===== src/hw/rtl/mlpfs_pkg.sv =====
`timescale 1ns / 1ps
`default_nettype none
package mlpfs_pkg;

  localparam int MaxHidden   = 4;
  localparam int MaxWidth    = 16;
  localparam int Slots       = MaxWidth + 1;
  localparam int StoreDepth  = (MaxHidden + 1) * MaxWidth * Slots;
  localparam int AddrW       = $clog2(StoreDepth);
  localparam int NeuronW     = $clog2(MaxWidth);
  localparam int SlotW       = $clog2(Slots);
  localparam int AccW        = 40;

  localparam logic [1:0] RegNumInputs  = 2'd0;
  localparam logic [1:0] RegNumHidden  = 2'd1;
  localparam logic [1:0] RegHiddenSize = 2'd2;
  localparam logic [1:0] RegNumOutputs = 2'd3;

  typedef struct packed {
    logic [15:0] weight_value;
    logic [4:0]  weight_slot;
    logic [3:0]  weight_neuron;
    logic [2:0]  weight_layer;
    logic        kind;
    logic [15:0] sample_value;
    logic        sample_last;
  } in_item_t;

  typedef struct packed {
    logic [12:0] output_value;
    logic [3:0]  output_index;
    logic        count_error;
    logic        last;
  } out_item_t;

  // controller to datapath
  typedef struct packed {
    logic               acc_clear;   // start neuron: acc loads the first product
    logic               acc_bias;    // current product is the bias term
    logic               acc_add;     // accumulate current product
    logic [AddrW-1:0]   w_addr;
    logic [SlotW-1:0]   k;           // activation read index
    logic               src_b;       // source buffer is act_b
    logic               act_write;   // write sigmoid result
    logic [NeuronW-1:0] j;
    logic               out_rd;      // read final buffer at index j
  } ctrl_t;

  typedef struct packed {
    logic [12:0] out_value;
  } stat_t;

  function automatic logic [12:0] sig_tab(input logic [6:0] i);
    logic [12:0] t;
    case (i)
      7'd0: t = 13'd1;     7'd1: t = 13'd2;     7'd2: t = 13'd2;     7'd3: t = 13'd3;
      7'd4: t = 13'd4;     7'd5: t = 13'd5;     7'd6: t = 13'd6;     7'd7: t = 13'd8;
      7'd8: t = 13'd10;    7'd9: t = 13'd13;    7'd10: t = 13'd17;   7'd11: t = 13'd21;
      7'd12: t = 13'd27;   7'd13: t = 13'd35;   7'd14: t = 13'd45;   7'd15: t = 13'd58;
      7'd16: t = 13'd74;   7'd17: t = 13'd94;   7'd18: t = 13'd120;  7'd19: t = 13'd153;
      7'd20: t = 13'd194;  7'd21: t = 13'd246;  7'd22: t = 13'd311;  7'd23: t = 13'd391;
      7'd24: t = 13'd488;  7'd25: t = 13'd606;  7'd26: t = 13'd747;  7'd27: t = 13'd912;
      7'd28: t = 13'd1102; 7'd29: t = 13'd1314; 7'd30: t = 13'd1546; 7'd31: t = 13'd1793;
      7'd32: t = 13'd2048; 7'd33: t = 13'd2303; 7'd34: t = 13'd2550; 7'd35: t = 13'd2782;
      7'd36: t = 13'd2994; 7'd37: t = 13'd3184; 7'd38: t = 13'd3349; 7'd39: t = 13'd3490;
      7'd40: t = 13'd3608; 7'd41: t = 13'd3705; 7'd42: t = 13'd3785; 7'd43: t = 13'd3850;
      7'd44: t = 13'd3902; 7'd45: t = 13'd3943; 7'd46: t = 13'd3976; 7'd47: t = 13'd4002;
      7'd48: t = 13'd4022; 7'd49: t = 13'd4038; 7'd50: t = 13'd4051; 7'd51: t = 13'd4061;
      7'd52: t = 13'd4069; 7'd53: t = 13'd4075; 7'd54: t = 13'd4079; 7'd55: t = 13'd4083;
      7'd56: t = 13'd4086; 7'd57: t = 13'd4088; 7'd58: t = 13'd4090; 7'd59: t = 13'd4091;
      7'd60: t = 13'd4092; 7'd61: t = 13'd4093; 7'd62: t = 13'd4094; 7'd63: t = 13'd4094;
      7'd64: t = 13'd4095;
      default: t = 13'd4095;
    endcase
    return t;
  endfunction

endpackage
`default_nettype wire


===== src/hw/rtl/mlpfs_ctrl.sv =====
`timescale 1ns / 1ps
`default_nettype none
module mlpfs_ctrl (
  input  wire logic            clk,
  input  wire logic            rst,
  input  wire logic            cfg_we,
  input  wire logic [1:0]      cfg_idx,
  input  wire logic [15:0]     cfg_data,
  input  wire logic            in_valid,
  output logic                 in_ready,
  input  wire mlpfs_pkg::in_item_t in_item,
  output logic                 out_valid,
  input  wire logic            out_ready,
  output logic [3:0]           out_index,
  output logic                 out_err,
  output logic                 out_last,
  output logic                 out_from_dp,
  output logic                 w_we,
  output logic [mlpfs_pkg::AddrW-1:0] w_waddr,
  output logic                 s_we,
  output logic [mlpfs_pkg::NeuronW-1:0] s_waddr,
  output mlpfs_pkg::ctrl_t     ctrl
);

  typedef enum logic [2:0] {IDLE, MAC, DRAIN, NEXT, ORD, OUT} state_t;
  state_t state;

  logic [4:0]  num_inputs, num_outputs;
  logic [2:0]  num_hidden;
  logic [15:0] hidden_sizes;
  logic [4:0]  elem_cnt;
  logic [2:0]  layer;
  logic [4:0]  n, m, j, k;
  logic [2:0]  drain;
  logic        src_b;

  logic [4:0] n_in, n_out;
  logic [2:0] n_hid;
  logic [4:0] m_cur;
  always_comb begin
    n_in  = (num_inputs == 5'd0) ? 5'd1 : (num_inputs > 5'd16 ? 5'd16 : num_inputs);
    n_out = (num_outputs == 5'd0) ? 5'd1 : (num_outputs > 5'd16 ? 5'd16 : num_outputs);
    n_hid = (num_hidden == 3'd0) ? 3'd1 : (num_hidden > 3'd4 ? 3'd4 : num_hidden);
    if (layer < n_hid) m_cur = 5'(hidden_sizes[4*layer[1:0] +: 4]) + 5'd1;
    else m_cur = n_out;
  end

  logic acc_in;
  assign acc_in = in_valid && in_ready;
  assign in_ready = (state == IDLE) && !out_valid;

  // weight and sample writes
  always_comb begin
    w_we = acc_in && !in_item.kind && in_item.weight_layer <= 3'd4
           && in_item.weight_slot <= 5'd16;
    w_waddr = mlpfs_pkg::AddrW'((32'(in_item.weight_layer) * 16 + 32'(in_item.weight_neuron))
              * 17 + 32'(in_item.weight_slot));
    s_we = acc_in && in_item.kind && elem_cnt < n_in;
    s_waddr = elem_cnt[3:0];
  end

  // datapath control; the final buffer is read only when no item waits or the waiting one is taken
  always_comb begin
    ctrl = '0;
    ctrl.src_b = src_b;
    ctrl.j = j[3:0];
    ctrl.k = k;
    ctrl.w_addr = mlpfs_pkg::AddrW'((32'(layer) * 16 + 32'(j)) * 17 + 32'(k));
    ctrl.acc_clear = (state == MAC) && (k == 5'd0);
    ctrl.acc_bias = (state == MAC) && (k == n);
    ctrl.acc_add = (state == MAC) && (k < n);
    ctrl.act_write = (state == NEXT);
    ctrl.out_rd = (state == ORD) && (!out_valid || out_ready);
  end

  // one neuron: n+1 reads, a drain while the pipeline settles, one write
  always_ff @(posedge clk) begin
    if (rst) begin
      state <= IDLE; num_inputs <= 5'd16; num_hidden <= 3'd1;
      hidden_sizes <= 16'hffff; num_outputs <= 5'd1; elem_cnt <= '0;
      out_valid <= 1'b0; out_from_dp <= 1'b0; src_b <= 1'b0;
      layer <= '0; n <= '0; m <= '0; j <= '0; k <= '0; drain <= '0;
      out_index <= '0; out_err <= 1'b0; out_last <= 1'b0;
    end else begin
      if (cfg_we) begin
        unique case (cfg_idx)
          mlpfs_pkg::RegNumInputs:  num_inputs <= cfg_data[4:0];
          mlpfs_pkg::RegNumHidden:  num_hidden <= cfg_data[2:0];
          mlpfs_pkg::RegHiddenSize: hidden_sizes <= cfg_data;
          mlpfs_pkg::RegNumOutputs: num_outputs <= cfg_data[4:0];
          default: ;
        endcase
      end
      if (out_valid && out_ready) out_valid <= 1'b0;
      unique case (state)
        IDLE: if (acc_in && in_item.kind) begin
          if (in_item.sample_last) begin
            elem_cnt <= '0;
            if (((elem_cnt == 5'd31) ? 5'd31 : elem_cnt + 5'd1) != n_in) begin
              out_valid <= 1'b1; out_from_dp <= 1'b0; out_err <= 1'b1;
              out_last <= 1'b1; out_index <= '0;
            end else begin
              state <= MAC; layer <= '0; n <= n_in; j <= '0; k <= '0; src_b <= 1'b0;
            end
          end else if (elem_cnt != 5'd31) elem_cnt <= elem_cnt + 5'd1;
        end
        MAC: begin
          m <= m_cur;
          if (k == n) begin state <= DRAIN; drain <= 3'd3; end
          else k <= k + 5'd1;
        end
        DRAIN: begin
          if (drain == 3'd1) state <= NEXT;
          drain <= drain - 3'd1;
        end
        NEXT: begin
          k <= '0;
          if (j + 5'd1 < m) begin j <= j + 5'd1; state <= MAC; end
          else begin
            j <= '0; src_b <= !src_b;
            if (layer == n_hid) state <= ORD;
            else begin layer <= layer + 3'd1; n <= m; state <= MAC; end
          end
        end
        ORD: if (!out_valid || out_ready) begin
          state <= OUT;
        end
        OUT: begin
          out_valid <= 1'b1; out_from_dp <= 1'b1; out_err <= 1'b0;
          out_index <= j[3:0]; out_last <= (j + 5'd1 == m);
          if (j + 5'd1 == m) state <= IDLE;
          else begin j <= j + 5'd1; state <= ORD; end
        end
        default: state <= IDLE;
      endcase
    end
  end

endmodule
`default_nettype wire

===== config.mk =====
export PLATFORM = sky130hd
export DESIGN_NAME = mlpfs_ctrl
export DESIGN_NICKNAME = d
export VERILOG_FILES = /design/src/hw/rtl/mlpfs_pkg.sv /design/src/hw/rtl/mlpfs_ctrl.sv
export SDC_FILE = /design/constraint.sdc
export NUM_CORES = 1
export LEC_CHECK = 0
export BUFFER_PORTS_ARGS = -buffer_cell sky130_fd_sc_hd__buf_2
export CORE_AREA = 2 2 82 116
export CTS_CLUSTER_DIAMETER = 80
export DETAILED_ROUTE_END_ITERATION = 8
export DIE_AREA = 0 0 84 118
export PLACE_DENSITY_LB_ADDON = 0.05
export SYNTH_ARGS = -nofsm -noshare
export SYNTH_HDL_FRONTEND = slang
export SYNTH_SLANG_ARGS = --single-unit

===== constraint.sdc =====
create_clock -name clk -period 7.9 [get_ports clk]
set_clock_uncertainty 0.2 [all_clocks]
set_input_delay 1.58 -clock clk [delete_from_list [all_inputs] [get_ports clk]]
set_output_delay 1.58 -clock clk [all_outputs]
set_load 0.02 [all_outputs]

==> results.json, run 1 <==
{
  "hpwl_um": 9280,
  "tns_ns": 0,
  "ctsHoldBuffers": 0,
  "final_cell_mix": "buf_2, ha_1, dfxtp_1, nand2_1, nor2_1",
  "route.met2.wl_um": 6230,
  "die_area_um2": 9910,
  "critPathSlowestCell": "fa_1",
  "placementRows": 41,
  "arrival_ns": 4.29,
  "postCtsSetupRepairBufs": 0,
  "first_global_vias": 4451,
  "cp_max_fo": 3,
  "peakVddDrop_v": 0.000167,
  "ys_async_sr_fraction_pct": 0,
  "grt_max_degree": 51,
  "ys_seq_area_share_pct": 28.0,
  "maxSlewHeadroom_pct": 22.2,
  "ant_nets": 0,
  "power_density_nw_per_um2": 157,
  "rsz0062_at_grt": "no",
  "antenna_cells": 0,
  "drv_cap": 0,
  "gp_congestion": 0.896,
  "synth_area_leaders": "dfxtp_1, ha_1, nand2_1",
  "wl_um": 11800,
  "final_cells": 784,
  "path_common_cell": "ha_1",
  "post_cts_resized": 0,
  "worstPathCellList": "buf_2 > ha_1 > ha_1 > ha_1 > fa_1 > a21o_1 > a21oi_1 > o21bai_1 > a21oi_1 > nor2_1 > a311o_1 > buf_2",
  "p_leak_nw": 2.82,
  "netlist_instances": 607,
  "grt-ovfl-total": 0,
  "route.detailed.drc": 0,
  "setup_violations": 0,
  "io_buffers": 88,
  "synth_warnings": 0,
  "clk_pin_slew_ns": 0.06,
  "clock_latency_ns": 0.34,
  "synth_edf_count": 0,
  "drtPass1Iterations": 4,
  "cp-end-kind": "output pin",
  "area_delta_synth_final_pct": 13.3,
  "antenna_found_initial": 0,
  "startpoint_type": "primary input",
  "dr.max_layer_used": "met4",
  "wl_met1_um": 4860,
  "coreArea_um2": 8870,
  "dp.cells": 768,
  "wl_met3_um": 419,
  "required_ns": 6.12,
  "die_x_um": 84,
  "drt_iter0_drc": 293,
  "cts_buffers": 9,
  "yosysTopAreaCell": "dfxtp_1",
  "io_pins": 121,
  "detail_route.wl_per_cell_um": 15.1,
  "final.min_clock_period_ns": 6.07,
  "nets": 819,
  "start_util_pct": 58.0,
  "grt_use_total_pct": 25.0,
  "power_mw": 0.917,
  "fin_util_pct": 65.7,
  "layout_commonest_cell": "buf_2",
  "syn_avg_cell_area_um2": 8.48,
  "maxSlewViolCount": 0,
  "htree_num_levels": 3,
  "min_period_over_period_pct": 76.8,
  "chipHeight_um": 118,
  "num_vias": 4615,
  "hold_class": "flop to flop",
  "synth_top_cell_area_share_pct": 28.0,
  "path_buf_inv": 2,
  "fin_hold_ws_ns": 0.266,
  "synth_ff_type": "dfxtp_1",
  "hold_viol": 0,
  "yosysUniqueCellTypes": 67,
  "cts_sinks": 72,
  "worstMarginPinSlew_ns": 1.15,
  "grt_pass1_wl_um": 20300,
  "status": "finished, final reports clean",
  "synth_area_um2": 5140,
  "synth-seq-cells": 72,
  "critical_path.top_delay_family": "adder cells",
  "cts_buffer_depth": 2,
  "cts_tree": "done",
  "cp_slowest_stage_delay_ns": 0.41,
  "drive_gt1_share_pct": 18.6,
  "root_buffer": "clkbuf_16",
  "fmax_ghz": 0.165,
  "path_class": "primary input to output pin",
  "syn_nets": 754,
  "drt-vias-per-instance": 5.89
}
## cell families after synthesis
| group | share of synthesized area, % |
|---|---|
| AO/OA/AOI/OAI | 16.6 |
| XOR/XNOR | 3.75 |
| adder cells (fa/ha/maj) | 19.6 |
| buffers and inverters | 6.37 |
| flip-flops | 28.0 |
| multiplexers | 4.86 |
| AND/OR/NAND/NOR | 20.8 |
## synth_stat cells (all sizes together) (7+ instances only)
cell type and number:
o21ai 16, inv 34, nand4 8, nor2b 10
xor2 7, ha 74, mux2i 16, nor2 50
a211oi 10, nor3 18, nand2 66, buf 14
xnor2 15, a21oi 34, nand3 31, a21o 10
clkbuf 21, dfxtp 72, o211ai 9, a31oi 8
## worst reg2reg max path, delay by kind of cell (launching register included)
kind,cells,cell delay (ns)
compound gates,4,1.79
buf+inv,1,0.19
simple gates,2,0.35
flops,1,0.41
fa+ha+maj,2,0.55
## power by group
| group | switching (mW) | internal [mW] | total (mW) |
|---|---|---|---|
| clock | 0.158 | 0.246 | 0.404 |
| sequential | 0.00564 | 0.371 | 0.377 |
| combinational | 0.0815 | 0.0547 | 0.136 |
## cell type report
cell class | count | area (um^2)
Clock buffer | 10 | 229
Clock inverter | 6 | 68.8
Tap cell | 107 | 134
Fill cell | 802 | 3050
Timing Repair Buffer | 89 | 448
Sequential cell | 72 | 1440
Inverter | 35 | 131
Multi-Input combinational cell | 465 | 3380
## metal layers
metal	global-route usage, %	vias to the layer above
met1	27.7	2176
li1	-	2313
met4	10.8	0
met5	0	-
met3	4.21	20
met2	46.2	106
## final timing paths
kind,start,endpoint,slack [ns],cells after the start
setup / recovery,in_item[23],w_waddr[10],1.83,12
setup reg to reg,elem_cnt[0],out_index[2],4.35,9
hold / removal,hidden_sizes[2],hidden_sizes[2],0.27,2
hold reg to reg,hidden_sizes[2],hidden_sizes[2],0.27,2
## registers in the layout, indices dropped and copies added (netlist names)
| signal | cells |
|---|---|
| layer | 3 |
| hidden_sizes | 16 |
| out_from_dp | 1 |
| out_last | 1 |
| n | 5 |
| k | 5 |
| m | 5 |
| num_hidden | 3 |
| out_valid | 1 |
| out_index | 4 |
| num_outputs | 5 |
| drain | 3 |
| elem_cnt | 5 |
| out_err | 1 |
| src_b | 1 |
| num_inputs | 5 |
| j | 5 |
| state | 3 |
## through the flow
| step | instance area [um^2] | setup slack [ns] |
|---|---|---|
| 2_1_floorplan | 5140 | 2.23 |
| 4_1_cts | 5830 | 1.82 |
| 5_1_grt | 5830 | 1.71 |
| 3_3_place_gp | 5530 | 1.89 |
| 3_5_place_dp | 5530 | 1.82 |
| 6_report | 5830 | 1.83 |
No activity file was read; power rests on OpenSTA's default activity.
==> run 2, diff against run 1 <==
--- a/config.mk
+++ b/config.mk
@@ -5,11 +5,12 @@
 export SDC_FILE = /design/constraint.sdc
 export NUM_CORES = 1
 export LEC_CHECK = 0
+export ABC_AREA = 1
 export BUFFER_PORTS_ARGS = -buffer_cell sky130_fd_sc_hd__buf_2
-export CORE_AREA = 2 2 82 116
+export CORE_AREA = 2 2 86 121
 export CTS_CLUSTER_DIAMETER = 80
 export DETAILED_ROUTE_END_ITERATION = 8
-export DIE_AREA = 0 0 84 118
+export DIE_AREA = 0 0 88 123
 export PLACE_DENSITY_LB_ADDON = 0.05
 export SYNTH_ARGS = -nofsm -noshare
 export SYNTH_HDL_FRONTEND = slang
==> constraint.sdc (replaced) <==
create_clock -name clk -period 5.89 [get_ports clk]
set_clock_uncertainty 0.2 [all_clocks]
set_input_delay 1.178 -clock clk [delete_from_list [all_inputs] [get_ports clk]]
set_output_delay 1.178 -clock clk [all_outputs]
set_load 0.02 [all_outputs]
==> run 2 against run 1 <==
Effect of this change: area after synthesis rose by 1.4%; combinational power rose by 85%; clock power rose by 45%; core utilization fell by 3.6 points; register-to-register slack got worse by 1.4 ns; routed wire length rose by 2.7%; worst hold slack got worse by 0.023 ns; final cell count rose by 20%; critical path depth rose by 2; flip-flop and latch count did not move; largest cell class unchanged.
==> results.json, run 2 <==
{
  "r2r_cells": 13,
  "synth_common_cells": "nand2_1, inv_1, ha_1",
  "io_buffers": 88,
  "p_switching_mw": 0.388,
  "synth_area_leaders": "dfxtp_1, ha_1, nand2_1",
  "yosys.area_share.simple_pct": 28.1,
  "setup_violations": 0,
  "cp_max_fo": 5,
  "syn_avg_cell_area_um2": 7.24,
  "cp-end-kind": "output pin",
  "yosysUniqueCellTypes": 45,
  "die_area_um2": 10800,
  "cts_tree": "done",
  "synth-seq-cells": 72,
  "final.min_clock_period_ns": 5.00,
  "synth-xor-area-share_pct": 4.03,
  "synth_warnings": 0,
  "cts_sinks": 72,
  "pwr-share-seq_pct": 38.3,
  "grt_max_degree": 49,
  "synth_edf_count": 0,
  "gp_congestion": 0.879,
  "route.detailed.drc": 0,
  "wl_um": 12200,
  "seq_area_um2": 1440,
  "worstSetupStartpoint": "in_item[18]",
  "hold_viol": 0,
  "min_from": "out_last",
  "cts_buffers": 9,
  "grt_pass1_wl_um": 19900,
  "drt-vias-per-instance": 5.27,
  "first_global_vias": 4571,
  "synthMuxAreaShare_pct": 0,
  "grt-ovfl-total": 0,
  "top_register": "hidden_sizes",
  "coreArea_um2": 9740,
  "htree_num_levels": 3,
  "min_period_over_period_pct": 84.8,
  "synth_top_family_by_area": "simple AND/OR/NAND/NOR gates",
  "clk_pin_slew_ns": 0.06,
  "placementRows": 43,
  "rrSetupSlack_ns": 2.93,
  "start_util_pct": 53.6,
  "endpoint": "w_waddr[10]",
  "maxSlewHeadroom_pct": 65.0,
  "tns_ns": 0,
  "startpoint_type": "primary input",
  "drt_iter0_drc": 146,
  "drv_cap": 0,
  "nets": 949,
  "multi_input_area_um2": 3300,
  "rsz0062_at_grt": "no",
  "root_buffer": "clkbuf_16",
  "ys_async_sr_fraction_pct": 0,
  "syn_nets": 868,
  "p_leak_nw": 3.22,
  "hpwl_um": 9500,
  "largest_reg_flops": 16,
  "synthAdderAreaFrac_pct": 19.3,
  "io_pins": 121,
  "fin_util_pct": 62.1,
  "ctsHoldBuffers": 0,
  "die_x_um": 88,
  "chipHeight_um": 123,
  "drive_gt1_share_pct": 16.0,
  "wl_met3_um": 456,
  "nFillCells": 932,
  "synth_area_um2": 5220,
  "final_cell_mix": "nand2_1, inv_1, buf_2, ha_1",
  "peakVddDrop_v": 0.000140,
  "switching_share_pct": 28.7,
  "antenna_cells": 0,
  "rr_startpoint": "j[0]",
  "post_cts_resized": 0,
  "synth_ff_type": "dfxtp_1",
  "fmax_ghz": 0.200,
  "path_class": "primary input to output pin",
  "power.internal_mw": 0.967,
  "antenna_found_initial": 0,
  "yosysMostFrequentCell": "nand2_1",
  "synth_top_cell_area_share_pct": 27.6,
  "cts_buffer_depth": 2,
  "route.met2.wl_um": 6230,
  "dr.max_layer_used": "met4",
  "wl_met1_um": 5240,
  "postCtsSetupRepairBufs": 0,
  "maxSlewViolCount": 0,
  "r2r-end": "layer[1]",
  "synth_compound_area_share_pct": 11.7,
  "drtPass1Iterations": 4,
  "hold_class": "flop to flop",
  "arrival_ns": 3.62,
  "netlist_instances": 721,
  "pwr-share-clk_pct": 43.1,
  "num_vias": 4960,
  "ant_nets": 0,
  "status": "finished, final reports clean",
  "power_frac_comb_pct": 18.6,
  "ys_seq_area_share_pct": 27.6,
  "clock_latency_ns": 0.33,
  "power_density_nw_per_um2": 224,
  "required_ns": 4.51,
  "area_delta_synth_final_pct": 15.9,
  "yosysTopAreaCell": "dfxtp_1",
  "worstMarginPinSlew_ns": 0.521,
  "layout_commonest_cell": "nand2_1",
  "detail_route.wl_per_cell_um": 12.9,
  "grt_use_total_pct": 22.9
}
## run 2: worst min-delay path by stage
stage,end,slack [ns],cells after the start
3_3_place_gp,out_last,0.23,2
6_report,out_last,0.24,2
4_1_cts,out_last,0.24,2
5_1_grt,out_last,0.27,2
2_1_floorplan,hidden_sizes[11],0.22,2
3_5_place_dp,out_last,0.23,2
## run 2: cell families after synthesis
| logic type | after synthesis |
|---|---|
| AO/OA/AOI/OAI | 109 |
| flip-flops | 72 |
| buffers and inverters | 116 |
| AND/OR/NAND/NOR | 322 |
| XOR/XNOR | 24 |
| adder cells (fa/ha/maj) | 78 |
## run 2: power groups by stage
| stage | sequential, mW | combinational [mW] | clock (mW) |
|---|---|---|---|
| final | 0.519 | 0.252 | 0.585 |
| after global routing | 0.521 | 0.283 | 0.618 |
| after CTS | 0.519 | 0.255 | 0.593 |
| after detailed placement | 0.530 | 0.253 | 0 |
| after global placement | 0.529 | 0.247 | 0 |
| after floorplan | 0.527 | 0.185 | 0 |
## run 2: layout make-up
| class | instances | share of cell area [%] |
|---|---|---|
| clock buffer | 9 | 3.72 |
| timing repair buffer | 91 | 7.65 |
| clock inverter | 7 | 1.57 |
| multi-input combinational | 533 | 54.5 |
| tap | 135 | 2.79 |
| sequential | 72 | 23.8 |
| inverter | 95 | 5.90 |
## run 2: metrics by stage
| stage | cell area, um^2 | hold WS (ns) | power (mW) | instances | worst slack [ns] |
|---|---|---|---|---|---|
| floorplan | 5220 | 0.224 | 0.712 | 721 | 1.10 |
| global placement | 5730 | 0.234 | 0.776 | 926 | 0.927 |
| detailed placement | 5730 | 0.235 | 0.783 | 926 | 0.886 |
| CTS | 6050 | 0.244 | 1.37 | 942 | 0.885 |
| global route | 6050 | 0.266 | 1.42 | 942 | 0.700 |
| finish | 6050 | 0.243 | 1.36 | 942 | 0.894 |
## run 2: layer usage
metal  global-route usage [%]  vias to the layer above
li1                         -                     2558
met1                     26.3                     2257
met2                     41.7                      126
met3                     4.34                       19
met4                     8.17                        0
met5                        0                        -
## run 2: critical path: stages
cell      delay, ns
buf_2          0.12
ha_1           0.29
ha_1           0.20
fa_1           0.46
ha_1           0.38
a21oi_1        0.16
nand2_1        0.10
a21oi_1        0.16
o21bai_1       0.10
nand2_1        0.07
nand2_1        0.05
nand2_1        0.06
xnor2_1        0.11
buf_2          0.18
